<file path="src/rtl/arc_length_path_lookup_top_macros.svh">
// assertion macros for the arc length path lookup block
`ifndef ARC_LENGTH_PATH_LOOKUP_TOP_MACROS_SVH
`define ARC_LENGTH_PATH_LOOKUP_TOP_MACROS_SVH

// same-cycle implication
`define ALP_ASSERT_IMP(name, clk, rst, ante, cons) \
   name: assert property (@(posedge clk) disable iff (rst) (ante) |-> (cons)) \
      else $error("alp assertion failed");

// next-cycle implication
`define ALP_ASSERT_NEXT(name, clk, rst, ante, cons) \
   name: assert property (@(posedge clk) disable iff (rst) (ante) |=> (cons)) \
      else $error("alp assertion failed");

`endif

</file>
<file path="src/rtl/alp_pkg.sv">
// types, constants and codes shared by the arc length path lookup block
package alp_pkg;

   localparam int ALP_MAX_POINTS  = 1024;
   localparam int ALP_IDX_W       = 17;
   localparam int ALP_QUEUE_DEPTH = 2;

   localparam logic OP_LOAD  = 1'b0;
   localparam logic OP_QUERY = 1'b1;

   localparam logic [1:0] STATUS_OK       = 2'd0;
   localparam logic [1:0] STATUS_FEW      = 2'd1;
   localparam logic [1:0] STATUS_ZERO_SEG = 2'd2;

   typedef struct packed {
      logic               op;
      logic               start_path;
      logic signed [31:0] point_x;
      logic signed [31:0] point_y;
      logic [15:0]        point_speed;
      logic [31:0]        query_distance;
   } req_type;

   typedef struct packed {
      logic signed [31:0] pos_x;
      logic signed [31:0] pos_y;
      logic [15:0]        speed;
      logic [1:0]         status;
   } rsp_type;

   typedef enum logic [1:0] {
      CMD_FIRST,
      CMD_APPEND,
      CMD_FEW,
      CMD_QUERY
   } cmd_kind_type;

   typedef struct packed {
      cmd_kind_type         kind;
      logic [ALP_IDX_W-1:0] idx;
      logic [31:0]          x;
      logic [31:0]          y;
      logic [15:0]          speed;
      logic [31:0]          distance;
   } cmd_type;

   typedef struct packed {
      logic [31:0] x;
      logic [31:0] y;
      logic [15:0] speed;
      logic [31:0] cum;
   } way_type;

   typedef struct packed {
      logic        start;
      logic [63:0] dividend;
      logic [31:0] divisor;
   } div_req_type;

   typedef struct packed {
      logic        done;
      logic        busy;
      logic [63:0] quotient;
      logic [31:0] remainder;
   } div_rsp_type;

   typedef enum logic [4:0] {
      BK_IDLE,
      BK_SQ_X,
      BK_SQ_Y,
      BK_SQRT,
      BK_APPEND,
      BK_SRCH,
      BK_SRCH_CMP,
      BK_RD_S,
      BK_RD_E,
      BK_RD_T,
      BK_SEG,
      BK_FRAC_DIV,
      BK_LERP_LO,
      BK_LERP_HI,
      BK_LERP_SUM,
      BK_SPD_MUL,
      BK_SPD_DIV1,
      BK_SPD_DIV2,
      BK_SPD_RD,
      BK_SPD_CAP,
      BK_RESULT
   } back_state_type;

endpackage

</file>
<file path="src/rtl/alp_div.sv">
// radix-2 restoring divider, 64-bit dividend by 32-bit divisor
module alp_div
   import alp_pkg::*;
(
   input  logic        clock,
   input  logic        reset,
   input  div_req_type div_req,
   output div_rsp_type div_rsp
);

   logic        busy_ff, busy_in, done_ff, done_in;
   logic [6:0]  cnt_ff, cnt_in;
   logic [63:0] quo_ff, quo_in;
   logic [31:0] rem_ff, rem_in, dvs_ff, dvs_in;
   logic [32:0] rem_sh, rem_sub;
   logic        ge;

   always_comb begin
      rem_sh  = {rem_ff, quo_ff[63]};
      rem_sub = rem_sh - {1'b0, dvs_ff};
      ge      = (rem_sh >= {1'b0, dvs_ff});

      busy_in = busy_ff;
      done_in = 1'b0;
      cnt_in  = cnt_ff;
      quo_in  = quo_ff;
      rem_in  = rem_ff;
      dvs_in  = dvs_ff;

      if (div_req.start) begin
         busy_in = 1'b1;
         cnt_in  = '0;
         quo_in  = div_req.dividend;
         rem_in  = '0;
         dvs_in  = div_req.divisor;
      end else if (busy_ff) begin
         rem_in = ge ? rem_sub[31:0] : rem_sh[31:0];
         quo_in = {quo_ff[62:0], ge};
         cnt_in = cnt_ff + 7'd1;
         if (cnt_ff == 7'd63) begin
            busy_in = 1'b0;
            done_in = 1'b1;
         end
      end

      div_rsp.done      = done_ff;
      div_rsp.busy      = busy_ff;
      div_rsp.quotient  = quo_ff;
      div_rsp.remainder = rem_ff;
   end

   always_ff @(posedge clock) begin
      cnt_ff <= cnt_in;
      quo_ff <= quo_in;
      rem_ff <= rem_in;
      dvs_ff <= dvs_in;
   end

   always_ff @(posedge clock) begin
      if (reset) begin
         busy_ff <= 1'b0;
         done_ff <= 1'b0;
      end else begin
         busy_ff <= busy_in;
         done_ff <= done_in;
      end
   end

endmodule

</file>
<file path="config.mk">
export PLATFORM = sky130hd
export DESIGN_NAME = alp_div
export DESIGN_NICKNAME = d
export VERILOG_FILES = /design/src/rtl/arc_length_path_lookup_top_macros.svh /design/src/rtl/alp_pkg.sv /design/src/rtl/alp_div.sv
export SDC_FILE = /design/constraint.sdc
export NUM_CORES = 1
export LEC_CHECK = 0
export ABC_AREA = 0
export BUFFER_PORTS_ARGS = -buffer_cell sky130_fd_sc_hd__clkbuf_2
export CORE_MARGIN = 5
export CORE_UTILIZATION = 50
export CTS_CLUSTER_DIAMETER = 80
export CTS_CLUSTER_SIZE = 25
export DETAILED_ROUTE_END_ITERATION = 10
export PLACE_DENSITY = 0.86
export SYNTH_ARGS = -nofsm -noshare
export SYNTH_HDL_FRONTEND = slang
export SYNTH_SLANG_ARGS = --single-unit
</file>
<file path="constraint.sdc">
create_clock -name clock -period 7.3 [get_ports clock]
set_input_delay 1.46 -clock clock [delete_from_list [all_inputs] [get_ports clock]]
set_output_delay 1.46 -clock clock [all_outputs]
set_load 0.05 [all_outputs]
</file>
==> results_dict.tcl <==
set metrics [dict create \
    io_pins 197 \
    firstDrtPassIters 5 \
    crit_path_start_kind "flip-flop" \
    drt_iter0_drc 410 \
    dieHeight_um 131.5 \
    hold_class "flip-flop to flip-flop" \
    drv_cap 0 \
    final.min_clock_period_ns 3.821 \
    total_power_mw 2.436 \
    clk_latency_ns 0.42 \
    yosysMostFrequentCell "edfxtp_1" \
    cts_tree "built" \
    cts_setup_buffers 0 \
    drive_above_1_share_pct 38.11 \
    p_leak_nw 3.887 \
    synth_ff_type "edfxtp_1" \
    synth-edff-count 96 \
    setup_viol 0 \
    drv_slew 0 \
    synth.top_cells.by_area "edfxtp_1 39%, dfxtp_1 11%, mux2_2 10%" \
    io_buffers 196 \
    netlist_area_um2 7382 \
    max-clock-path-buffers 2 \
    diodes 0 \
    reg2reg_to "rem_ff[31]" \
    finalHoldViolCount 0 \
    dp_cells 1010 \
    worstMarginPinSlew_ns 1.238 \
    regToRegStartpoint "dvs_ff[1]" \
    syn_inst 662 \
    fin_skew_ns 0.01189 \
    die_w_um 131.5 \
    ctsHoldBuffers 0 \
    cp.required_ns 7.62 \
    cts_resized 0 \
    hold_end "done_ff" \
    async_flop_share_pct 0 \
    synth_top_cell_by_area "edfxtp_1" \
    fmax_mhz 261.7 \
    fill_cells 1173 \
    r2r_slack_ns 3.48 \
    power_density_nw_per_um2 269.5 \
    synth.top_cell.area_share_pct 39.05 \
    core_region_area_um2 14530 \
    ant_nets 0 \
    critical_path_class "flip-flop to flip-flop" \
    post-route-period-util_pct 52.35 \
    synthTopCellsByCount "96 x edfxtp_1, 70 x nand2_1, 66 x mux2_2" \
    grt_util_all_layers_pct 20.63 \
    dieArea_um2 17290 \
    synth_nets 795 \
    critPathCaptureType "flip-flop" \
    antenna_found_initial 0 \
    detail_route.wl_per_cell_um 17.20 \
    reg2regPathDepth 12 \
    area_delta_synth_final_pct 22.42 \
    fin_nets 978 \
    arrival_ns 4.15 \
    ys_warn_count 0 \
    finalNonFillerCells 1042 \
    root_buffer "clkbuf_16" \
    dp_slack_ns 3.500 \
    start_util_pct 50.79 \
    hpwl_mm 13.00 \
    maxSlewHeadroom_pct 17.41 \
    grt_max_degree 74 \
    rows 44 \
    fin_ws_ns 3.479 \
    num_vias 5695 \
    cts.htree.levels 4 \
    worstHoldPathCells 1 \
    drc 0 \
    critPathMaxFanout 20 \
    cts.sinks 137 \
    syn_avg_cell_area_um2 11.15 \
    overflow 0 \
    ys_seq_area_share_pct 50.17 \
    path_clk_slew_ns 0.07 \
    yosysUniqueCellTypes 58 \
    grt_pass1_vias 5675 \
    gp_congestion 0.9215 \
    ys_ff_latch 137 \
    ir_drop_mv 0.1979 \
    min_from "cnt_ff[6]" \
    status "finished clean" \
    rsz0062_at_grt "false" \
    avgViaCountPerCell 5.465 \
    grt_pass1_wl_mm 29.05 \
    setup_tns_ns 0 \
    routed_wl_mm 17.93 \
    cts_buffers 17 \
]
critical path: stages, from the launching register on:
cell	delay (ns)
edfxtp_1	0.42
inv_1	0.08
ha_1	0.24
nor2b_1	0.15
o2111ai_1	0.33
a2111oi_2	0.15
o31ai_2	0.39
nand2_2	0.15
a2111oi_4	0.52
or2_1	0.64
buf_4	0.32
a21oi_1	0.10
a311oi_1	0.25
layout by cell type, fill, tap and decap left out, drive strengths merged, types with 8 or more instances in the layout:
cell type and count:
clkbuf 212, edfxtp 96, nand2 71, mux2 66, nor2 50, inv 50, dfxtp 41, a21oi 37
ha 33, a311oi 26, xnor2 20, o21ai 19, a21o 12, xor2 12, nand4 11, nand3 10
nor3 8
power breakdown:
group | switching (mW) | internal (mW)
registers | 0.0468 | 0.915
logic | 0.435 | 0.205
clock network | 0.380 | 0.454
total | 0.861 | 1.57
registers in the layout, summed over array words and instances (netlist names):
register,count
busy_ff,1
cnt_ff,7
done_ff,1
dvs_ff,32
quo_ff,64
rem_ff,32
layout make-up:
class	count	area (um^2)	share of cell area, %
flip-flops and latches	137	3705	40.99
multi-input cells	446	3344	37.01
well taps	184	230.2	2.547
repair buffers	201	1021	11.30
clock buffers	17	425.4	4.707
clock inverters	15	153.9	1.703
inverters	42	157.7	1.744
cells by family after synthesis:
logic type / Yosys count / synth area share [%]
xor gates and xnor gates: 32 / 3.797
DFF: 137 / 50.17
AOI/OAI and AO/OA: 139 / 14.83
muxes: 68 / 10.34
adders and majority gates: 34 / 5.864
and+or+nand+nor: 173 / 10.48
buffers and inverters: 79 / 4.525
layer usage:
metal	routed length, um	GRT usage, %
met1	7442	25.50
met2	8324	32.14
met3	1682	8.028
met4	476	9.086
met5	0	0
how the worst max path moves through the flow:
stage	start	to	slack, ns	depth (start not counted)
after floorplan	div_req[96]	quo_ff[0]	3.69	4
after global placement	dvs_ff[1]	rem_ff[31]	3.71	12
after detailed placement	dvs_ff[1]	rem_ff[31]	3.50	12
after CTS	dvs_ff[1]	rem_ff[31]	3.46	12
after global routing	dvs_ff[1]	rem_ff[31]	3.21	12
final	dvs_ff[1]	rem_ff[31]	3.48	12
through the flow:
step,hold slack [ns],instance area (um^2),utilization [%]
2_1_floorplan,0.4343,7382,-
3_3_place_gp,0.4630,8458,58.20
3_5_place_dp,0.4599,8458,58.20
4_1_cts,0.4720,9037,62.18
5_1_grt,0.4806,9037,62.18
6_report,0.4695,9037,62.18
(Power assumes the default switching activity.)
