[src/rtl/arc_length_path_lookup_top_macros.svh]
// assertion macros for the arc length path lookup block
`ifndef ARC_LENGTH_PATH_LOOKUP_TOP_MACROS_SVH
`define ARC_LENGTH_PATH_LOOKUP_TOP_MACROS_SVH

// same-cycle implication
`define ALP_ASSERT_IMP(name, clk, rst, ante, cons) \
   name: assert property (@(posedge clk) disable iff (rst) (ante) |-> (cons)) \
      else $error("alp assertion failed");

// next-cycle implication
`define ALP_ASSERT_NEXT(name, clk, rst, ante, cons) \
   name: assert property (@(posedge clk) disable iff (rst) (ante) |=> (cons)) \
      else $error("alp assertion failed");

`endif

[src/rtl/alp_pkg.sv]
// types, constants and codes shared by the arc length path lookup block
package alp_pkg;

   localparam int ALP_MAX_POINTS  = 1024;
   localparam int ALP_IDX_W       = 17;
   localparam int ALP_QUEUE_DEPTH = 2;

   localparam logic OP_LOAD  = 1'b0;
   localparam logic OP_QUERY = 1'b1;

   localparam logic [1:0] STATUS_OK       = 2'd0;
   localparam logic [1:0] STATUS_FEW      = 2'd1;
   localparam logic [1:0] STATUS_ZERO_SEG = 2'd2;

   typedef struct packed {
      logic               op;
      logic               start_path;
      logic signed [31:0] point_x;
      logic signed [31:0] point_y;
      logic [15:0]        point_speed;
      logic [31:0]        query_distance;
   } req_type;

   typedef struct packed {
      logic signed [31:0] pos_x;
      logic signed [31:0] pos_y;
      logic [15:0]        speed;
      logic [1:0]         status;
   } rsp_type;

   typedef enum logic [1:0] {
      CMD_FIRST,
      CMD_APPEND,
      CMD_FEW,
      CMD_QUERY
   } cmd_kind_type;

   typedef struct packed {
      cmd_kind_type         kind;
      logic [ALP_IDX_W-1:0] idx;
      logic [31:0]          x;
      logic [31:0]          y;
      logic [15:0]          speed;
      logic [31:0]          distance;
   } cmd_type;

   typedef struct packed {
      logic [31:0] x;
      logic [31:0] y;
      logic [15:0] speed;
      logic [31:0] cum;
   } way_type;

   typedef struct packed {
      logic        start;
      logic [63:0] dividend;
      logic [31:0] divisor;
   } div_req_type;

   typedef struct packed {
      logic        done;
      logic        busy;
      logic [63:0] quotient;
      logic [31:0] remainder;
   } div_rsp_type;

   typedef enum logic [4:0] {
      BK_IDLE,
      BK_SQ_X,
      BK_SQ_Y,
      BK_SQRT,
      BK_APPEND,
      BK_SRCH,
      BK_SRCH_CMP,
      BK_RD_S,
      BK_RD_E,
      BK_RD_T,
      BK_SEG,
      BK_FRAC_DIV,
      BK_LERP_LO,
      BK_LERP_HI,
      BK_LERP_SUM,
      BK_SPD_MUL,
      BK_SPD_DIV1,
      BK_SPD_DIV2,
      BK_SPD_RD,
      BK_SPD_CAP,
      BK_RESULT
   } back_state_type;

endpackage

[src/rtl/alp_front.sv]
// front end: accepts items, tracks point count and classifies them into commands
module alp_front
   import alp_pkg::*;
#(
   parameter int MAX_POINTS = ALP_MAX_POINTS
) (
   input  logic    clock,
   input  logic    reset,
   input  logic    req_valid,
   output logic    req_ready,
   input  req_type req_data,
   output logic    push_valid,
   input  logic    push_ready,
   output cmd_type push_cmd
);

   localparam int CW = $clog2(MAX_POINTS + 1);

   logic [CW-1:0] cnt_ff, cnt_in, base;
   logic          accept, is_load, full;

   always_comb begin
      accept    = req_valid && push_ready;
      is_load   = (req_data.op == OP_LOAD);
      base      = req_data.start_path ? '0 : cnt_ff;
      full      = (base == CW'(MAX_POINTS));
      req_ready = push_ready;

      push_cmd.x        = req_data.point_x;
      push_cmd.y        = req_data.point_y;
      push_cmd.speed    = req_data.point_speed;
      push_cmd.distance = req_data.query_distance;
      if (is_load) begin
         push_cmd.idx  = ALP_IDX_W'(base);
         push_cmd.kind = (base == '0) ? CMD_FIRST : CMD_APPEND;
      end else begin
         push_cmd.idx  = ALP_IDX_W'(cnt_ff);
         push_cmd.kind = (cnt_ff < CW'(2)) ? CMD_FEW : CMD_QUERY;
      end

      push_valid = accept && !(is_load && full);

      cnt_in = cnt_ff;
      if (accept && is_load && !full) begin
         cnt_in = base + CW'(1);
      end
   end

   always_ff @(posedge clock) begin
      if (reset) begin
         cnt_ff <= '0;
      end else begin
         cnt_ff <= cnt_in;
      end
   end

endmodule

[config.mk]
export PLATFORM = sky130hd
export DESIGN_NAME = alp_front
export DESIGN_NICKNAME = d
export VERILOG_FILES = /design/src/rtl/arc_length_path_lookup_top_macros.svh /design/src/rtl/alp_pkg.sv /design/src/rtl/alp_front.sv
export SDC_FILE = /design/constraint.sdc
export NUM_CORES = 1
export LEC_CHECK = 0
export BUFFER_PORTS_ARGS = -buffer_cell sky130_fd_sc_hd__buf_2
export CORE_AREA = 5 5 93 95
export DETAILED_ROUTE_END_ITERATION = 10
export DIE_AREA = 0 0 98 100
export PLACE_DENSITY = 0.65
export SYNTH_ARGS = -nofsm -noshare
export SYNTH_HDL_FRONTEND = slang
export SYNTH_SLANG_ARGS = --single-unit
[constraint.sdc]
create_clock -name clock -period 2.5 [get_ports clock]
set_clock_uncertainty 0.15 [all_clocks]
set_input_delay 0.375 -clock clock [delete_from_list [all_inputs] [get_ports clock]]
set_output_delay 0.375 -clock clock [all_outputs]
set_load 0.1 [all_outputs]
==> qor.yml, run 1 <==
worst_setup_path:
  r2r_cells: 6
  cp-end-kind: "output port"
  setup.worst_path.start: "cnt_ff[5]$_SDFFE_PP0P_"
  worst-setup-path-type: "reg -> out"
  regToRegStartpoint: "cnt_ff[0]$_SDFFE_PP0P_"
  worst_setup_path_start_kind: "flop"
  cp_cell_sequence: "nor4_1 -> and2_1 -> nor2_1 -> o211a_1 -> buf_12"
  critPathMaxFanout: 7
  cp.required_ps: 1980
  setup.worst_path.end: "push_valid"
  critPathArrivalTime_ps: 1820
  rrSetupSlack_ps: 480
  reg2reg_to: "cnt_ff[5]$_SDFFE_PP0P_"
  cp_slowest_stage_delay_ps: 480
  cp_slowest_cell: "nor4_1"
final_layout:
  final_cell_mix: "buf_2 (18), and2_1 (12), dfxtp_1 (11), nand2_1 (9)"
  final_common_cell: "buf_2"
  largest_reg_flops: 11
  fillCellCount: 874
  syn_to_final_growth_pct: -33.8
  top_regs: "cnt_ff x11"
  regArea_um2: 220
  utilization_pct: 15.0
  nets: 258
  regMostFlops: "cnt_ff"
  diodes: 0
  multiInputGateArea_um2: 582
  drive_gt1_share_pct: 21.2
power:
  ir_drop_v: 0.000105
  powerDensity_mw_per_mm2: 423
  power.leakage_nw: 0.419
  total_power_w: 0.000485
synth:
  synth_top_flop_cell: "dfxtp_1"
  synthArstFlopShare_pct: 0
  yosysSeqAreaShare_pct: 12.7
  synth_edf_count: 0
  synth_area_per_cell_um2: 7.49
  ys_ff_latch: 11
  postSynthCellCount: 231
  mappedNetlistArea_mm2: 0.00173
  synth_cell_types: 37
  yosysWarnings: 0
routing:
  post_drt_via_cell_ratio: 4.33
  antenna_left: 0
  route.detailed.drc: 0
  vias: 1034
  firstDrtPassIters: 4
  initialDrtViolationCount: 48
  wl_mm: 3.21
  wire_per_inst_um: 13.4
clock_network:
  post-cts-setup-buffers: 0
  hold_buffers: 0
  clock_latency_ps: 240
  htreeDepth: 1
  clockBufferDepth: 2
  cts_resized: 0
  clkSinkCount: 11
  cts_tree: "built"
  cts_root_buf: "clkbuf_8"
  cts_made_buffers: 3
  path_clk_slew_ps: 60
timing:
  setup_violations: 0
  fmax_mhz: 427
  setup_tns_ps: 0
  hold_viol_final: 0
  period_needed_ps: 2340
  setup_slack_ps: 159
  period_share_pct: 93.6
  rsz0062_at_grt: "false"
  drv_slew: 0
die:
  die_w_um: 98
  row_count: 32
  die_h_um: 100
  start_util_pct: 22.6
  die-area_mm2: 0.00980
  core_area_mm2: 0.00765
  pin_count: 251
place:
  place_congestion: 0.897
  place_hpwl_mm: 2.49
  io_buffers: 20
  post-place-ws_ps: 245
global_route:
  grt.overflow.total: 0
  grt_pass1_vias: 989
  grt_pass1_wl_mm: 5.00
  antenna_found_initial: 0
  grtUsageTotal_pct: 6.24
  grt_start_max_net_pins: 15
min_path:
  hold_path.class: "in -> reg"
  whs_path_depth: 2
run:
  drv_cap: 0
outcome:
  status: "finished, final reports clean"
## critical path: cells and delay by family, from the launching register on
kind / cells / cell delay, ps
AOI/OAI and AO/OA: 1 / 260
buffers and inverters: 1 / 170
DFF: 1 / 360
and+or+nand+nor: 3 / 780
## synthesized netlist by cell type, types with 2 or more instances
master    count  area [µm²]
or3_1         2        12.5
and2_1       12        75.1
ha_1          2        25.0
clkbuf_1      5        18.8
a21oi_1       8        40.0
nand3b_1      2        15.0
or4_1         2        15.0
a31oi_1       5        31.3
nand4_1       2        12.5
inv_1         3        11.3
nand2b_1      4        25.0
nor4_1        2        12.5
nand4b_1      2        17.5
nor2_1        6        22.5
dfxtp_1      11         220
buf_4       120         901
nand3_1       3        15.0
nor3_1        2        10.0
o21ai_0       8        40.0
a41oi_1       2        17.5
nand2_1       9        33.8
nor2b_1       4        25.0
## cells by family after synthesis
kind of cell	after synthesis	synth area share (%)
AND/OR/NAND/NOR	56	19.2
buffers and inverters	130	54.7
adder cells (fa/ha/maj)	2	1.45
flip-flops	11	12.7
AO/OA/AOI/OAI	31	11.7
other	1	0.217
## stage by stage
step                      hold WS [ps]  cells  cell area, µm²
final                              325    239            1150
after global routing               359    239            1150
after CTS                          336    239            1150
after floorplan                    330    236            1750
after detailed placement           383    235            1100
after global placement             369    235            1100
## cell type report
cell class,count,share of cell area (%)
flip-flops and latches,11,19.2
multi-input cells,95,50.8
well taps,102,11.1
repair buffers,24,14.0
inverters,3,0.983
clock buffers,4,3.93
## where the power goes
part	internal [W]	switching, W	total, W
registers	0.000176	0.000000679	0.000177
logic	0.0000237	0.0000989	0.000123
clock network	0.000112	0.0000729	0.000185
total	0.000313	0.000172	0.000485
## how the worst min path moves through the flow
stage | from | end | slack (ps)
3_3_place_gp | cnt_ff[4]$_SDFFE_PP0P_ | cnt_ff[4]$_SDFFE_PP0P_ | 370
5_1_grt | reset | cnt_ff[7]$_SDFFE_PP0P_ | 360
6_report | reset | cnt_ff[4]$_SDFFE_PP0P_ | 320
2_1_floorplan | cnt_ff[7]$_SDFFE_PP0P_ | cnt_ff[7]$_SDFFE_PP0P_ | 330
3_5_place_dp | cnt_ff[7]$_SDFFE_PP0P_ | cnt_ff[7]$_SDFFE_PP0P_ | 380
4_1_cts | reset | cnt_ff[7]$_SDFFE_PP0P_ | 340
## routing by layer
layer	share of wire (%)	vias up	global-route usage, %
li1	-	451	-
met5	0	-	0
met3	15	43	2.71
met1	31	442	5.60
met4	8.9	0	8.09
met2	45	98	9.42
Power figures use the tool's default switching activity.
==> inputs of run 2 (changes only) <==
--- a/config.mk
+++ b/config.mk
@@ -9,2 +9,3 @@
 export CORE_AREA = 5 5 93 95
+export CTS_BUF_LIST = sky130_fd_sc_hd__clkbuf_16
 export DETAILED_ROUTE_END_ITERATION = 10
--- a/constraint.sdc
+++ b/constraint.sdc
@@ -4,2 +4,2 @@
 set_output_delay 0.375 -clock clock [all_outputs]
-set_load 0.1 [all_outputs]
+set_load 0.05 [all_outputs]
==> run 2 against run 1 <==
Net effect:
- largest power group unchanged
- critical endpoint unchanged
- highest routed layer unchanged
- die area did not move
- critical path depth did not move
- core utilization barely moved
- combinational power fell by 36%
- sequential share of layout area fell by 0.063 points
- final area rose by 0.33%
- critical path type unchanged
- sequential power barely moved
- via count did not move
- power rose by 14%
==> qor.yml, run 2 (same netlist as run 1, synthesis figures left out) <==
clock_network:
  clock_latency_ps: 240  # about the same
  htreeDepth: 1  # unchanged
  clockBufferDepth: 2  # unchanged
  cts_made_buffers: 3  # unchanged
  cts_tree: "built"
  cts_root_buf: "clkbuf_16"
  path_clk_slew_ps: 40  # -20 ps
  clkSinkCount: 11  # unchanged
  hold_buffers: 0  # unchanged
  cts_resized: 0  # unchanged
  post-cts-setup-buffers: 0  # unchanged
routing:
  wl_mm: 3.23  # +0.72%
  vias: 1034  # unchanged
  post_drt_via_cell_ratio: 4.33  # unchanged
  antenna_left: 0  # unchanged
  firstDrtPassIters: 4  # unchanged
  wire_per_inst_um: 13.5  # +0.72%
  route.detailed.drc: 0  # unchanged
  initialDrtViolationCount: 36  # -25%
power:
  ir_drop_v: 0.000164  # +56%
  powerDensity_mw_per_mm2: 480  # +14%
  power.leakage_nw: 0.430  # +2.7%
die:
  die-area_mm2: 0.00980  # unchanged
  die_h_um: 100  # unchanged
  die_w_um: 98  # unchanged
  pin_count: 251  # unchanged
  core_area_mm2: 0.00765  # unchanged
  row_count: 32  # unchanged
  start_util_pct: 22.6  # unchanged
worst_setup_path:
  cp_cell_sequence: "nor4_1 -> and2_1 -> nor2_1 -> o211a_1 -> buf_2"
  cp_slowest_stage_delay_ps: 450  # -30 ps
  worst-setup-path-type: "reg -> out"
  critPathArrivalTime_ps: 1770  # -50 ps
  rrSetupSlack_ps: 500  # +20 ps
  r2r_cells: 6  # unchanged
  worst_setup_path_start_kind: "flop"
  critPathMaxFanout: 7  # unchanged
  cp_slowest_cell: "nor4_1"
  reg2reg_to: "cnt_ff[5]$_SDFFE_PP0P_"
  cp-end-kind: "output port"
  setup.worst_path.end: "push_valid"
  regToRegStartpoint: "cnt_ff[0]$_SDFFE_PP0P_"
  cp.required_ps: 1980  # about the same
  setup.worst_path.start: "cnt_ff[6]$_SDFFE_PP0P_"
timing:
  setup_violations: 0  # unchanged
  hold_slack_ps: 334  # +8.76 ps
  fmax_mhz: 435  # +1.9%
  period_needed_ps: 2300  # -43.4 ps
  period_share_pct: 91.9  # -1.7 points
  rsz0062_at_grt: "false"
  drv_slew: 0  # unchanged
  setup_tns_ps: 0  # unchanged
  hold_viol_final: 0  # unchanged
global_route:
  antenna_found_initial: 0  # unchanged
  grt_start_max_net_pins: 19  # +4
  grt.overflow.total: 0  # unchanged
  grt_pass1_wl_mm: 5.16  # +3.3%
  grtUsageTotal_pct: 6.58  # +0.34 points
  grt_pass1_vias: 981  # -0.81%
final_layout:
  top_regs: "cnt_ff x11"
  drive_gt1_share_pct: 21.2  # unchanged
  syn_to_final_growth_pct: -33.6
  final_common_cell: "buf_2"
  fillCellCount: 866  # -0.92%
  largest_reg_flops: 11  # unchanged
  regMostFlops: "cnt_ff"
  final_cell_mix: "buf_2 (20), and2_1 (12), dfxtp_1 (11), nand2_1 (9)"
  nets: 258  # unchanged
  diodes: 0  # unchanged
place:
  place_hpwl_mm: 2.48  # -0.39%
  place_congestion: 0.882  # -1.7%
  io_buffers: 20  # unchanged
min_path:
  whs_path_depth: 2  # unchanged
  hold_path.class: "in -> reg"
run:
  drv_cap: 0  # unchanged
outcome:
  status: "finished, final reports clean"
## run 2: worst min-delay path by stage
stage                                start                     end  slack (ps)
finish                               reset  cnt_ff[1]$_SDFFE_PP0P_         330
global route                         reset  cnt_ff[4]$_SDFFE_PP0P_         360
CTS                                  reset  cnt_ff[4]$_SDFFE_PP0P_         330
detailed placement  cnt_ff[4]$_SDFFE_PP0P_  cnt_ff[4]$_SDFFE_PP0P_         390
global placement    cnt_ff[4]$_SDFFE_PP0P_  cnt_ff[4]$_SDFFE_PP0P_         370
floorplan           cnt_ff[7]$_SDFFE_PP0P_  cnt_ff[7]$_SDFFE_PP0P_         330
## run 2: worst max-delay path, delay by kind of cell, from the launching register on
kind	cells	cell delay (ps)
AOI/OAI and AO/OA	1	210
buffers and inverters	1	200
DFF	1	370
and+or+nand+nor	3	740
## run 2: final cells by class
class	count	area (µm²)	area share (%)
clock buffer	3	75.1	6.53
clock inverter	1	3.75	0.326
inverter	3	11.3	0.979
multi-input combinational	95	582	50.6
sequential	11	220	19.2
tap	102	128	11.1
timing repair buffer	24	130	11.3
## run 2: layer usage
layer	vias up	GRT usage [%]	part of all wire, %
met5	-	0	0
li1	453	-	-
met3	42	2.71	13
met2	93	9.48	45
met1	446	6.45	33
met4	0	8.31	8.7
## run 2: report_power, final
part	leakage (nW)	total, W	internal [W]	switching (W)
logic	0.299	0.0000787	0.0000177	0.0000610
clock network	0.0423	0.000296	0.000211	0.0000853
registers	0.0887	0.000178	0.000177	0.000000755
## run 2: stage by stage
| stage | total power (W) | std cells | setup slack [ps] | utilization, % | area [µm²] |
|---|---|---|---|---|---|
| 5_1_grt | 0.000579 | 239 | 90.9 | 15.0 | 1150 |
| 2_1_floorplan | 0.000734 | 236 | 179 | - | 1750 |
| 3_3_place_gp | 0.000259 | 235 | 389 | 14.0 | 1070 |
| 3_5_place_dp | 0.000260 | 235 | 339 | 14.0 | 1070 |
| 6_report | 0.000552 | 239 | 202 | 15.0 | 1150 |
| 4_1_cts | 0.000561 | 239 | 191 | 15.0 | 1150 |
