File: src/rtl/arc_length_path_lookup_top_macros.svh
// assertion macros for the arc length path lookup block
`ifndef ARC_LENGTH_PATH_LOOKUP_TOP_MACROS_SVH
`define ARC_LENGTH_PATH_LOOKUP_TOP_MACROS_SVH

// same-cycle implication
`define ALP_ASSERT_IMP(name, clk, rst, ante, cons) \
   name: assert property (@(posedge clk) disable iff (rst) (ante) |-> (cons)) \
      else $error("alp assertion failed");

// next-cycle implication
`define ALP_ASSERT_NEXT(name, clk, rst, ante, cons) \
   name: assert property (@(posedge clk) disable iff (rst) (ante) |=> (cons)) \
      else $error("alp assertion failed");

`endif

File: src/rtl/alp_pkg.sv
// types, constants and codes shared by the arc length path lookup block
package alp_pkg;

   localparam int ALP_MAX_POINTS  = 1024;
   localparam int ALP_IDX_W       = 17;
   localparam int ALP_QUEUE_DEPTH = 2;

   localparam logic OP_LOAD  = 1'b0;
   localparam logic OP_QUERY = 1'b1;

   localparam logic [1:0] STATUS_OK       = 2'd0;
   localparam logic [1:0] STATUS_FEW      = 2'd1;
   localparam logic [1:0] STATUS_ZERO_SEG = 2'd2;

   typedef struct packed {
      logic               op;
      logic               start_path;
      logic signed [31:0] point_x;
      logic signed [31:0] point_y;
      logic [15:0]        point_speed;
      logic [31:0]        query_distance;
   } req_type;

   typedef struct packed {
      logic signed [31:0] pos_x;
      logic signed [31:0] pos_y;
      logic [15:0]        speed;
      logic [1:0]         status;
   } rsp_type;

   typedef enum logic [1:0] {
      CMD_FIRST,
      CMD_APPEND,
      CMD_FEW,
      CMD_QUERY
   } cmd_kind_type;

   typedef struct packed {
      cmd_kind_type         kind;
      logic [ALP_IDX_W-1:0] idx;
      logic [31:0]          x;
      logic [31:0]          y;
      logic [15:0]          speed;
      logic [31:0]          distance;
   } cmd_type;

   typedef struct packed {
      logic [31:0] x;
      logic [31:0] y;
      logic [15:0] speed;
      logic [31:0] cum;
   } way_type;

   typedef struct packed {
      logic        start;
      logic [63:0] dividend;
      logic [31:0] divisor;
   } div_req_type;

   typedef struct packed {
      logic        done;
      logic        busy;
      logic [63:0] quotient;
      logic [31:0] remainder;
   } div_rsp_type;

   typedef enum logic [4:0] {
      BK_IDLE,
      BK_SQ_X,
      BK_SQ_Y,
      BK_SQRT,
      BK_APPEND,
      BK_SRCH,
      BK_SRCH_CMP,
      BK_RD_S,
      BK_RD_E,
      BK_RD_T,
      BK_SEG,
      BK_FRAC_DIV,
      BK_LERP_LO,
      BK_LERP_HI,
      BK_LERP_SUM,
      BK_SPD_MUL,
      BK_SPD_DIV1,
      BK_SPD_DIV2,
      BK_SPD_RD,
      BK_SPD_CAP,
      BK_RESULT
   } back_state_type;

endpackage

File: src/rtl/alp_queue.sv
// short command queue between front and back end
module alp_queue
   import alp_pkg::*;
#(
   parameter int DEPTH = ALP_QUEUE_DEPTH
) (
   input  logic    clock,
   input  logic    reset,
   input  logic    push_valid,
   output logic    push_ready,
   input  cmd_type push_cmd,
   output logic    pop_valid,
   input  logic    pop_ready,
   output cmd_type pop_cmd
);

   localparam int PW = (DEPTH > 1) ? $clog2(DEPTH) : 1;
   localparam int NW = $clog2(DEPTH + 1);

   cmd_type       slot_ff [DEPTH];
   logic [PW-1:0] wr_ptr_ff, wr_ptr_in, rd_ptr_ff, rd_ptr_in;
   logic [NW-1:0] fill_ff, fill_in;
   logic          do_push, do_pop;

   always_comb begin
      push_ready = (fill_ff != NW'(DEPTH));
      pop_valid  = (fill_ff != '0);
      pop_cmd    = slot_ff[rd_ptr_ff];
      do_push    = push_valid && push_ready;
      do_pop     = pop_valid && pop_ready;

      wr_ptr_in = wr_ptr_ff;
      rd_ptr_in = rd_ptr_ff;
      fill_in   = fill_ff;
      if (do_push) begin
         wr_ptr_in = (wr_ptr_ff == PW'(DEPTH - 1)) ? '0 : wr_ptr_ff + PW'(1);
      end
      if (do_pop) begin
         rd_ptr_in = (rd_ptr_ff == PW'(DEPTH - 1)) ? '0 : rd_ptr_ff + PW'(1);
      end
      if (do_push && !do_pop) begin
         fill_in = fill_ff + NW'(1);
      end else if (do_pop && !do_push) begin
         fill_in = fill_ff - NW'(1);
      end
   end

   always_ff @(posedge clock) begin
      if (do_push) begin
         slot_ff[wr_ptr_ff] <= push_cmd;
      end
   end

   always_ff @(posedge clock) begin
      if (reset) begin
         wr_ptr_ff <= '0;
         rd_ptr_ff <= '0;
         fill_ff   <= '0;
      end else begin
         wr_ptr_ff <= wr_ptr_in;
         rd_ptr_ff <= rd_ptr_in;
         fill_ff   <= fill_in;
      end
   end

endmodule

File: config.mk
export PLATFORM = sky130hd
export DESIGN_NAME = alp_queue
export DESIGN_NICKNAME = d
export VERILOG_FILES = /design/src/rtl/arc_length_path_lookup_top_macros.svh /design/src/rtl/alp_pkg.sv /design/src/rtl/alp_queue.sv
export SDC_FILE = /design/constraint.sdc
export NUM_CORES = 1
export LEC_CHECK = 0
export BUFFER_PORTS_ARGS = -buffer_cell sky130_fd_sc_hd__clkbuf_2
export CAP_MARGIN = 0
export CORE_MARGIN = 2
export CORE_UTILIZATION = 38
export DETAILED_ROUTE_END_ITERATION = 12
export GPL_TIMING_DRIVEN = 0
export PLACE_DENSITY = 0.7
export SLEW_MARGIN = 20
export SYNTH_ARGS = -nofsm -noshare
export SYNTH_HDL_FRONTEND = slang
export SYNTH_SLANG_ARGS = --single-unit
File: constraint.sdc
create_clock -name clock -period 8.4 [get_ports clock]
set_input_delay 1.68 -clock clock [delete_from_list [all_inputs] [get_ports clock]]
set_output_delay 1.68 -clock clock [all_outputs]
set_load 0.005 [all_outputs]
==> results of run 1 <==
power by group:
| group | total [mW] | switching, mW | internal [mW] |
|---|---|---|---|
| clock network | 1.11 | 0.459 | 0.647 |
| registers | 1.70 | 0.0389 | 1.66 |
| logic | 0.937 | 0.430 | 0.507 |
| total | 3.74 | 0.928 | 2.82 |
layer usage:
metal  vias to the layer above  share of wire, %
met5                         -                 0
met3                        47               7.6
met2                       204                48
li1                       2317                 -
met4                         0               4.6
met1                      2455                39
worst max-delay path, stage by stage, from the launching register on:
cell      delay, ns
dfxtp_1        0.33
buf_6          0.12
buf_8          0.18
buf_6          0.20
mux2_4         0.31
clkbuf_2       0.14
state kept, by name, indices dropped and copies added, names as in the netlist, named ones only:
| signal | count |
|---|---|
| slot_ff | 262 |
| fill_ff | 2 |
| rd_ptr_ff | 1 |
| wr_ptr_ff | 1 |
area by class of cell:
| cell class | count | area, um2 |
|---|---|---|
| timing repair buffer | 271 | 1430 |
| multi-input combinational | 149 | 1940 |
| clock buffer | 33 | 741 |
| inverter | 1 | 11.3 |
| clock inverter | 10 | 73.8 |
| antenna | 2 | 5.00 |
| tap | 335 | 419 |
| sequential | 267 | 7970 |
| fill | 2185 | 13300 |
| buffer | 15 | 148 |
per-stage QoR:
| stage | util [%] | setup WS [ns] | cells | cell area, um2 | power, mW |
|---|---|---|---|---|---|
| final | 49.0 | 4.90 | 1083 | 12700 | 3.74 |
| after global routing | 49.0 | 4.78 | 1082 | 12700 | 3.92 |
| after CTS | 49.0 | 4.82 | 1081 | 12700 | 3.81 |
| after detailed placement | 45.8 | 5.17 | 1038 | 11900 | 2.69 |
| after global placement | 45.4 | 1.19 | 1034 | 11800 | 2.70 |
| after floorplan | - | 3.15 | 432 | 10100 | 2.33 |
worst max path at each step:
| stage | end | slack (ns) |
|---|---|---|
| 2_1_floorplan | slot_ff[1][0] | 3.15 |
| 3_3_place_gp | slot_ff[1][85] | 1.19 |
| 3_5_place_dp | slot_ff[0][81] | 5.17 |
| 4_1_cts | pop_cmd[109] | 4.82 |
| 5_1_grt | pop_cmd[109] | 4.78 |
| 6_report | pop_cmd[108] | 4.90 |
cell families (layout without fill, tap and decap cells):
family,after synthesis,count (layout),synth area share [%]
other,0,2,0
AND/OR/NAND/NOR,9,9,0.498
buffers and inverters,16,330,1.51
flip-flops,267,267,79.3
adder cells (fa/ha/maj),1,1,0.124
AO/OA/AOI/OAI,5,5,0.299
XOR/XNOR,3,3,0.261
multiplexers,131,131,18.0
synthesized netlist by cell type:
cell type	number
dfxtp_1	5
or2_2	1
edfxtp_1	262
ha_1	1
and2_1	1
nor2_1	3
or3_1	1
buf_6	10
buf_2	4
nand2b_1	1
o21ai_0	2
buf_8	1
mux2_2	41
inv_1	1
xor2_1	3
mux2_4	90
nand3b_1	1
a21bo_2	1
and3_1	1
a21oi_1	2
placed cells by master, fill, tap and decap left out:
master      count
a21bo_2         1
a21oi_1         2
and2_1          1
and3_4          1
buf_12          2
buf_16          2
buf_2           4
buf_6          10
buf_8           1
bufinv_16       1
clkbuf_1        4
clkbuf_16      29
clkbuf_2      267
clkinv_1        5
clkinv_2        2
clkinvlp_4      2
dfxtp_1         5
diode_2         2
edfxtp_1      262
ha_1            1
inv_8           1
mux2_2         41
mux2_4         90
nand2b_1        1
nand3b_1        1
nor2_1          3
o21ai_0         2
or2_2           1
or3_1           1
xor2_1          3
==> reports/qor.yml, run 1 <==
drc: 0
r2r-end: "slot_ff[0][72]"
hold_viol_final: 0
r2r_slack_ns: 6.36
powerDensity_mw_per_mm2: 294
io_buffer_count: 267
critPathCaptureType: "output port"
tns_ns: 0
grtUsageMet3_pct: 4.06
synth_nets: 568
numClockSinks: 267
cts_htree_levels: 1
r2r_cells: 4
crit_type: "reg2out"
relSlewSlack_pct: 64.5
grt_use_total_pct: 12.9
rows: 59
ys_seq_elements: 267
cts-resized-gates: 0
drv_cap: 0
top_usage_layer: "met2"
hold_class: "reg2reg"
core_mm2: 0.0260
path_max_fanout: 10
yosysSeqAreaShare_pct: 79.3
cts_tree: "done"
clk_latency_ns: 0.54
p_leak_nw: 4.97
syn-instance-count: 432
fin_skew_ns: 0.0244
areaGrowthSynthToFinish_pct: 26.7
fmax_ghz: 0.285
grt_use_met1_pct: 15.2
worst_setup_path_start_kind: "flop"
tightestPinTransition_ns: 0.533
place_congestion: 0.739
drtAntennaViolNets: 0
drive_gt1_share_pct: 61.0
clkSlewWorstSetupHoldPaths_ns: 0.06
setup_viol: 0
io_pins: 268
hold_slack_ns: 0.505
syn_avg_cell_area_um2: 23.3
dp_hpwl_mm: 12.9
status: "finished clean"
maxSlewViolCount: 0
fp.dieH_um: 167
dr_total_vias: 5023
synth_top_area_share_pct: 78.3
ys_top_cells_by_area: "edfxtp_1, mux2_4, mux2_2"
start_util_pct: 38.7
wl_mm: 18.7
clk_root_buffer_cell: "clkbuf_16"
die_w_um: 167
hold_depth: 2
rsz0062_at_grt: "false"
cts_made_buffers: 28
synth_area_mm2: 0.0101
dr.pass1.iters: 4
critPathArrivalTime_ns: 1.82
grt.overflow.total: 0
grt_pass1_vias: 5228
final.min_clock_period_ns: 3.50
holdBufCountCts: 0
ir_drop_mv: 0.236
yosys_warnings: 0
r2r-start: "fill_ff[0]"
crit_required_ns: 6.72
grt_start_max_net_pins: 67
grt_util_met2_pct: 21.8
first_iter_violations: 270
cts_buffer_depth: 3
die-area_mm2: 0.0278
grt_pass1_wl_mm: 28.3
min_from: "rd_ptr_ff"
viasPerCell: 4.64
yosys.area.top_type: "edfxtp_1"
synth.distinct_cells: 20
fin_crit_sh_pct: 41.7
nNetsFinal: 869
antenna_found_initial: 2
wl_per_cell_um: 17.3
post_cts_buffers: 0
Power figures use the tool's default switching activity.
==> inputs of run 2 (changes only) <==
--- a/config.mk
+++ b/config.mk
@@ -11,7 +11,7 @@
 export CORE_UTILIZATION = 38
 export DETAILED_ROUTE_END_ITERATION = 12
 export GPL_TIMING_DRIVEN = 0
-export PLACE_DENSITY = 0.7
+export PLACE_DENSITY = 0.72
 export SLEW_MARGIN = 20
 export SYNTH_ARGS = -nofsm -noshare
 export SYNTH_HDL_FRONTEND = slang
==> constraint.sdc (replaced) <==
create_clock -name clock -period 2.9 [get_ports clock]
set_input_delay 0.58 -clock clock [delete_from_list [all_inputs] [get_ports clock]]
set_output_delay 0.58 -clock clock [all_outputs]
set_load 0.005 [all_outputs]
==> run 2 against run 1 <==
- routed wire length rose by 0.55%
- utilization up 0.50 points
- global-route usage up 0.30 points
- register-to-register slack got worse by 5.5 ns
- critical path type unchanged
- critical endpoint is now pop_cmd[62]
- largest cell class unchanged
- largest power group unchanged
==> reports/qor.yml, run 2 (synthesis gave the netlist of run 1 again) <==
numClockSinks: 267  # unchanged
crit_required_ns: 2.32  # was 6.72 ns
cts_htree_levels: 1  # unchanged
holdBufCountCts: 0  # unchanged
wl_mm: 18.8  # was 18.7 mm
worst_setup_path_start_kind: "flop"  # unchanged
path_max_fanout: 10  # unchanged
first_iter_violations: 283  # was 270
viasPerCell: 4.56  # was 4.64
die_w_um: 167  # unchanged
p_leak_nw: 5.04  # was 4.97 nW
areaGrowthSynthToFinish_pct: 28.0  # was 26.7%
ir_drop_mv: 0.601  # was 0.236 mV
powerDensity_mw_per_mm2: 867  # was 294 mW/mm2
cts_made_buffers: 28  # unchanged
drtAntennaViolNets: 0  # unchanged
critPathArrivalTime_ns: 1.80  # was 1.82 ns
largest_reg_flops: 262  # unchanged
setup_viol: 0  # unchanged
dr_total_vias: 4970  # was 5,023
grt_start_max_net_pins: 48  # was 67
status: "finished clean"  # unchanged
drive_gt1_share_pct: 61.6  # was 61.0%
tightestPinTransition_ns: 0.704  # was 0.533 ns
final.min_clock_period_ns: 2.38
crit_type: "reg2out"  # unchanged
drv_cap: 0  # unchanged
grt_use_total_pct: 13.2  # was 12.9%
hold_slack_ns: 0.243  # was 0.505 ns
core_mm2: 0.0260  # unchanged
final_cell_mix: "clkbuf_2, edfxtp_1, mux2_4"  # unchanged
cts_tree: "done"  # unchanged
clk_latency_ns: 0.52  # was 0.54 ns
largest_register: "slot_ff"  # unchanged
relSlewSlack_pct: 53.1  # was 64.5%
cts_buffer_depth: 3  # unchanged
crit_path_max_incr_delay_ns: 0.32  # was 0.33 ns
place_ws_ns: 0.712  # was 5.17 ns
die-area_mm2: 0.0278  # unchanged
wl_per_cell_um: 17.3  # about the same
cp_common_cell: "buf_6"  # unchanged
rows: 59  # unchanged
fin_skew_ns: 0.00856  # was 0.0244 ns
reg_top3: "slot_ff: 262 flops, fill_ff: 2 flops"  # unchanged
critical_path.slowest_cell: "dfxtp_1"  # unchanged
place_inst: 1040  # was 1,038
antenna_found_initial: 4  # was 2
cts-resized-gates: 0  # unchanged
fin_crit_sh_pct: 82.2
clk_root_buffer_cell: "clkbuf_16"  # unchanged
fillCellCount: 2182  # was 2,185
hold_class: "in2reg"  # was reg2reg
rsz0062_at_grt: "false"  # unchanged
start_util_pct: 38.7  # unchanged
critical_path.cell_chain: "buf_6 > buf_8 > buf_6 > mux2_4 > clkbuf_2"  # unchanged
grt.overflow.total: 0  # unchanged
post_cts_buffers: 0  # unchanged
grt_pass1_vias: 5249  # was 5,228
io_pins: 268  # unchanged
critPathCaptureType: "output port"  # unchanged
io_buffer_count: 267  # unchanged
clkSlewWorstSetupHoldPaths_ns: 0.06  # about the same
hold_viol_final: 0  # unchanged
setup_slack_ns: 0.515  # was 4.90 ns
r2r_cells: 5  # was 4
fin_cells: 1090  # was 1,083
fmax_ghz: 0.419
dp_hpwl_mm: 13.1  # was 12.9 mm
fp.dieH_um: 167  # unchanged
dr.pass1.iters: 4  # unchanged
layout_commonest_cell: "clkbuf_2"  # unchanged
place_congestion: 0.708  # was 0.739
grt_pass1_wl_mm: 28.8  # was 28.3 mm
drc: 0  # unchanged
nNetsFinal: 871  # was 869
hold_depth: 1  # was 2
maxSlewViolCount: 0  # unchanged
power_mw: 11.2  # was 3.74 mW
run 2: cell types whose count changed in the layout (fill, tap and decap cells not counted), sizes merged:
cell	previous run	this run
clkbuf	300	305
buf	19	21
bufinv	1	3
clkinv	7	6
inv	1	0
run 2: area by class of cell:
cell class	instances	area (um2)	area share (%)
antenna	2	5.00	0.0389
sequential	267	7970	61.9
clock inverter	10	126	0.982
buffer	15	148	1.15
inverter	1	7.51	0.0584
timing repair buffer	273	1460	11.4
clock buffer	38	790	6.14
multi-input combinational	149	1940	15.1
tap	335	419	3.26
run 2: where the power goes:
group / switching, mW / internal (mW)
clock network: 1.34 / 2.15
registers: 0.116 / 4.82
logic: 1.23 / 1.49
total: 2.69 / 8.46
run 2: routing by layer:
layer	wire, um	track usage, %	share of wire, %	vias up
met5	26	0	0.14	-
met4	532	4.42	2.8	4
met3	1570	4.63	8.3	37
met2	9390	22.7	50	185
met1	7320	15.5	39	2416
li1	-	-	-	2328
run 2: critical path: cells and delay by family (launching register included):
family	cells	cell delay [ns]
buffers and inverters	4	0.65
multiplexers	1	0.31
flip-flops	1	0.32
run 2: path summary, 6_finish.rpt:
kind	end	start	slack [ns]
worst max register to register	slot_ff[0][52]	fill_ff[0]	0.83
worst max-delay path	pop_cmd[62]	flop	0.52
worst min register to register	flop	rd_ptr_ff	0.51
worst min-delay path	slot_ff[1][23]	push_cmd[23]	0.24
run 2: through the flow:
| stage | utilization (%) | instance area (um2) | TNS, ns |
|---|---|---|---|
| after floorplan | - | 10100 | -19.45 |
| after global placement | 45.5 | 11800 | -304.02 |
| after detailed placement | 46.0 | 11900 | 0 |
| after CTS | 49.5 | 12900 | 0 |
| after global routing | 49.5 | 12900 | 0 |
| final | 49.5 | 12900 | 0 |
==> inputs of run 3 (changes only) <==
--- a/config.mk
+++ b/config.mk
@@ -5,13 +5,14 @@
 export SDC_FILE = /design/constraint.sdc
 export NUM_CORES = 1
 export LEC_CHECK = 0
+export ABC_AREA = 1
 export BUFFER_PORTS_ARGS = -buffer_cell sky130_fd_sc_hd__clkbuf_2
 export CAP_MARGIN = 0
 export CORE_MARGIN = 2
 export CORE_UTILIZATION = 38
 export DETAILED_ROUTE_END_ITERATION = 12
 export GPL_TIMING_DRIVEN = 0
-export PLACE_DENSITY = 0.72
+export PLACE_DENSITY = 0.7
 export SLEW_MARGIN = 20
 export SYNTH_ARGS = -nofsm -noshare
 export SYNTH_HDL_FRONTEND = slang
==> constraint.sdc (replaced) <==
create_clock -name clock -period 2.2 [get_ports clock]
set_input_delay 0.44 -clock clock [delete_from_list [all_inputs] [get_ports clock]]
set_output_delay 0.44 -clock clock [all_outputs]
set_load 0.005 [all_outputs]
==> run 3 against run 2 <==
- critical path depth stayed put
- synthesized cell count is 3.0% higher
- routed wire length is 3.5% higher
- clock skew is 0.00089 ns lower
- count of clock-buffer cells in the layout is 6 lower
- worst setup slack worse by 0.49 ns
==> reports/qor.yml, run 3 <==
status: "finished clean"  # unchanged
placed_area_mm2: 0.0121  # was 0.0119 mm2
critPathCaptureType: "output port"  # unchanged
relSlewSlack_pct: 64.2  # was 53.1%
synth_top_area_share_pct: 78.2  # was 78.3%
final_cell_area_mm2: 0.0132  # was 0.0129 mm2
syn-instance-count: 445  # was 432
synth_xor_area_share_pct: 0  # was 0.261%
grt_pass1_wl_mm: 29.4  # was 28.8 mm
dr_total_vias: 5150  # was 4,970
nNetsFinal: 894  # was 871
drc: 0  # unchanged
p_leak_nw: 5.20  # was 5.04 nW
path_max_fanout: 10  # unchanged
netlist_top_cells_count: "edfxtp_1, mux2_4, mux2_2"  # unchanged
synth_edf_count: 262  # unchanged
hold-path-endpoint: "slot_ff[0][44]"  # was slot_ff[1][23]
fin_crit_sh_pct: 99.0
synth_top_flop_cell: "edfxtp_1"  # unchanged
largest_reg_flops: 262  # unchanged
core_mm2: 0.0261  # was 0.0260 mm2
ir_drop_mv: 0.785  # was 0.601 mV
hold_viol_final: 0  # unchanged
io_pins: 268  # unchanged
crit_type: "reg2out"  # unchanged
layout_commonest_cell: "edfxtp_1"  # was clkbuf_2
die-area_mm2: 0.0278  # about the same
r2r_cells: 7  # was 5
synth-adder-area-share_pct: 0.124  # about the same
synth_top_family_by_area: "multiplexers"  # unchanged
synth_nets: 581  # was 568
crit_buf_inv: 4  # unchanged
synth_most_common_cell: "edfxtp_1"  # unchanged
tightestPinTransition_ns: 0.536  # was 0.704 ns
power_mw: 14.8  # was 11.2 mW
synth_area_mm2: 0.0101  # about the same
r2r_slack_ns: 0.22  # was 0.83 ns
wl_per_cell_um: 17.5  # was 17.3 um
clk_root_buffer_cell: "clkbuf_16"  # unchanged
final_cell_mix: "edfxtp_1, clkbuf_2, mux2_4"  # was clkbuf_2, edfxtp_1, mux2_4
cts_htree_levels: 1  # unchanged
synth.mux.area_fraction_pct: 18.0  # about the same
synth.distinct_cells: 15  # was 20
critical_path.cell_chain: "buf_6 > clkbuf_16 > buf_12 > mux2_4 > clkbuf_2"  # was buf_6 > buf_8 > buf_6 > mux2_4 > clkbuf_2
synth_compound_area_share_pct: 0.199  # was 0.299%
synth-simple-area-share_pct: 0.758  # was 0.498%
largest_register: "slot_ff"  # unchanged
grt_start_max_net_pins: 27  # was 48
place_congestion: 0.743  # was 0.708
fin_skew_ns: 0.00768  # was 0.00856 ns
drv_cap: 0  # unchanged
drtAntennaViolNets: 0  # unchanged
rsz0062_at_grt: "true"  # was false
crit_family: "buffers and inverters"  # unchanged
dp_hpwl_mm: 13.6  # was 13.1 mm
numClockSinks: 267  # unchanged
worst_setup_path_start_kind: "flop"  # unchanged
grt_pass1_vias: 5484  # was 5,249
yosys_warnings: 0  # unchanged
ys_top_cells_by_area: "edfxtp_1, mux2_4, mux2_2"  # unchanged
final.min_clock_period_ns: 2.18
drive_gt1_share_pct: 60.9  # was 61.6%
start_util_pct: 38.6  # was 38.7%
cts_buffer_depth: 3  # unchanged
synth-async-reset-ratio_pct: 0  # unchanged
grt_use_total_pct: 13.4  # was 13.2%
fmax_ghz: 0.459
clkSlewWorstSetupHoldPaths_ns: 0.06  # about the same
cts_made_buffers: 29  # was 28
areaGrowthSynthToFinish_pct: 31.4  # was 28.0%
crit_required_ns: 1.76  # was 2.32 ns
clk_latency_ns: 0.52  # about the same
reg_top3: "slot_ff: 262 flops, fill_ff: 2 flops"  # unchanged
fp.dieH_um: 167  # about the same
hold_class: "in2reg"  # unchanged
rows: 59  # unchanged
io_buffer_count: 267  # unchanged
powerDensity_mw_per_mm2: 1120  # was 867 mW/mm2
first_iter_violations: 296  # was 283
crit_path_max_incr_delay_ns: 0.32  # about the same
antenna_found_initial: 2  # was 4
yosys.area.top_type: "edfxtp_1"  # unchanged
syn_avg_cell_area_um2: 22.6  # was 23.3 um2
die_w_um: 167  # about the same
r2r-start: "fill_ff[0]"  # unchanged
critical_path.slowest_cell: "dfxtp_2"  # was dfxtp_1
critPathArrivalTime_ns: 1.74  # was 1.80 ns
cts_tree: "done"  # unchanged
grt.overflow.total: 0  # unchanged
dr.pass1.iters: 4  # unchanged
wl_mm: 19.5  # was 18.8 mm
ys_seq_elements: 267  # unchanged
yosysSeqAreaShare_pct: 79.1  # was 79.3%
post_cts_buffers: 0  # unchanged
viasPerCell: 4.62  # was 4.56
min_from: "push_cmd[44]"  # was push_cmd[23]
fillCellCount: 2165  # was 2,182
hold_depth: 1  # unchanged
maxSlewViolCount: 0  # unchanged
setup_viol: 0  # unchanged
r2r-end: "slot_ff[0][24]"  # was slot_ff[0][52]
run 3: changes by cell type after synthesis, moves of 2 or more:
cell,before,now
nor2_1,3,7
nand2_1,0,9
xor2_1,3,0
inv_1,1,8
nand3_1,0,2
run 3: cell type report:
| class | count | area, um2 | area share [%] |
|---|---|---|---|
| flip-flops and latches | 267 | 7970 | 60.2 |
| multi-input cells | 155 | 1950 | 14.7 |
| repair buffers | 282 | 1750 | 13.2 |
| clock buffers | 32 | 737 | 5.57 |
| well taps | 335 | 419 | 3.17 |
| plain buffers | 15 | 241 | 1.82 |
| clock inverters | 18 | 136 | 1.03 |
| inverters | 8 | 30.0 | 0.227 |
| diodes | 2 | 5.00 | 0.0378 |
run 3: how the worst max path moves through the flow:
stage | cells past startpoint | slack, ns | startpoint | to
floorplan | 4 | -0.70 | fill_ff[0] | slot_ff[0][0]
global placement | 3 | -1.96 | push_valid | slot_ff[0][108]
detailed placement | 6 | 0.14 | push_valid | slot_ff[0][103]
CTS | 5 | -0.05 | flop | pop_cmd[65]
global route | 5 | -0.07 | flop | pop_cmd[24]
finish | 5 | 0.02 | flop | pop_cmd[107]
run 3: per-layer routing:
layer,track usage [%],vias up,wire (um)
met1,16.0,2502,7550
met3,3.71,49,1520
met4,5.13,0,689
met2,23.1,213,9740
li1,-,2386,-
met5,0,-,0
run 3: power by group:
part	total (mW)	switching [mW]	internal (mW)
clock	4.44	1.82	2.62
sequential	6.58	0.161	6.42
combinational	3.76	1.67	2.09
total	14.8	3.65	11.1
run 3: what timing repair did:
item | in CTS | in global routing
cloned | 0 | 3
endpoints found under the hold margin | 0 | 0
setup endpoints to repair | 107 | 130
resized for setup | 6 | 37
hold buffers | 0 | 0
run 3: cells by family (layout without fill, tap and decap cells):
kind of cell	count (synthesis)	in the layout
and+or+nand+nor	19	19
adders and majority gates	1	1
other	0	2
AOI/OAI and AO/OA	4	4
buffers and inverters	23	355
muxes	131	131
DFF	267	267
run 3: metrics by stage:
stage	hold WS [ns]	std cells	worst slack [ns]	TNS (ns)	utilization, %
detailed placement	0.491	1059	0.137	0	46.6
floorplan	0.465	445	-0.696	-179.92	-
CTS	0.0725	1109	-0.0471	-2.89	50.0
global route	0.0766	1114	-0.0662	-5.46	50.8
finish	0.103	1114	0.0211	0	50.8
global placement	0.479	1047	-1.96	-508.19	45.5
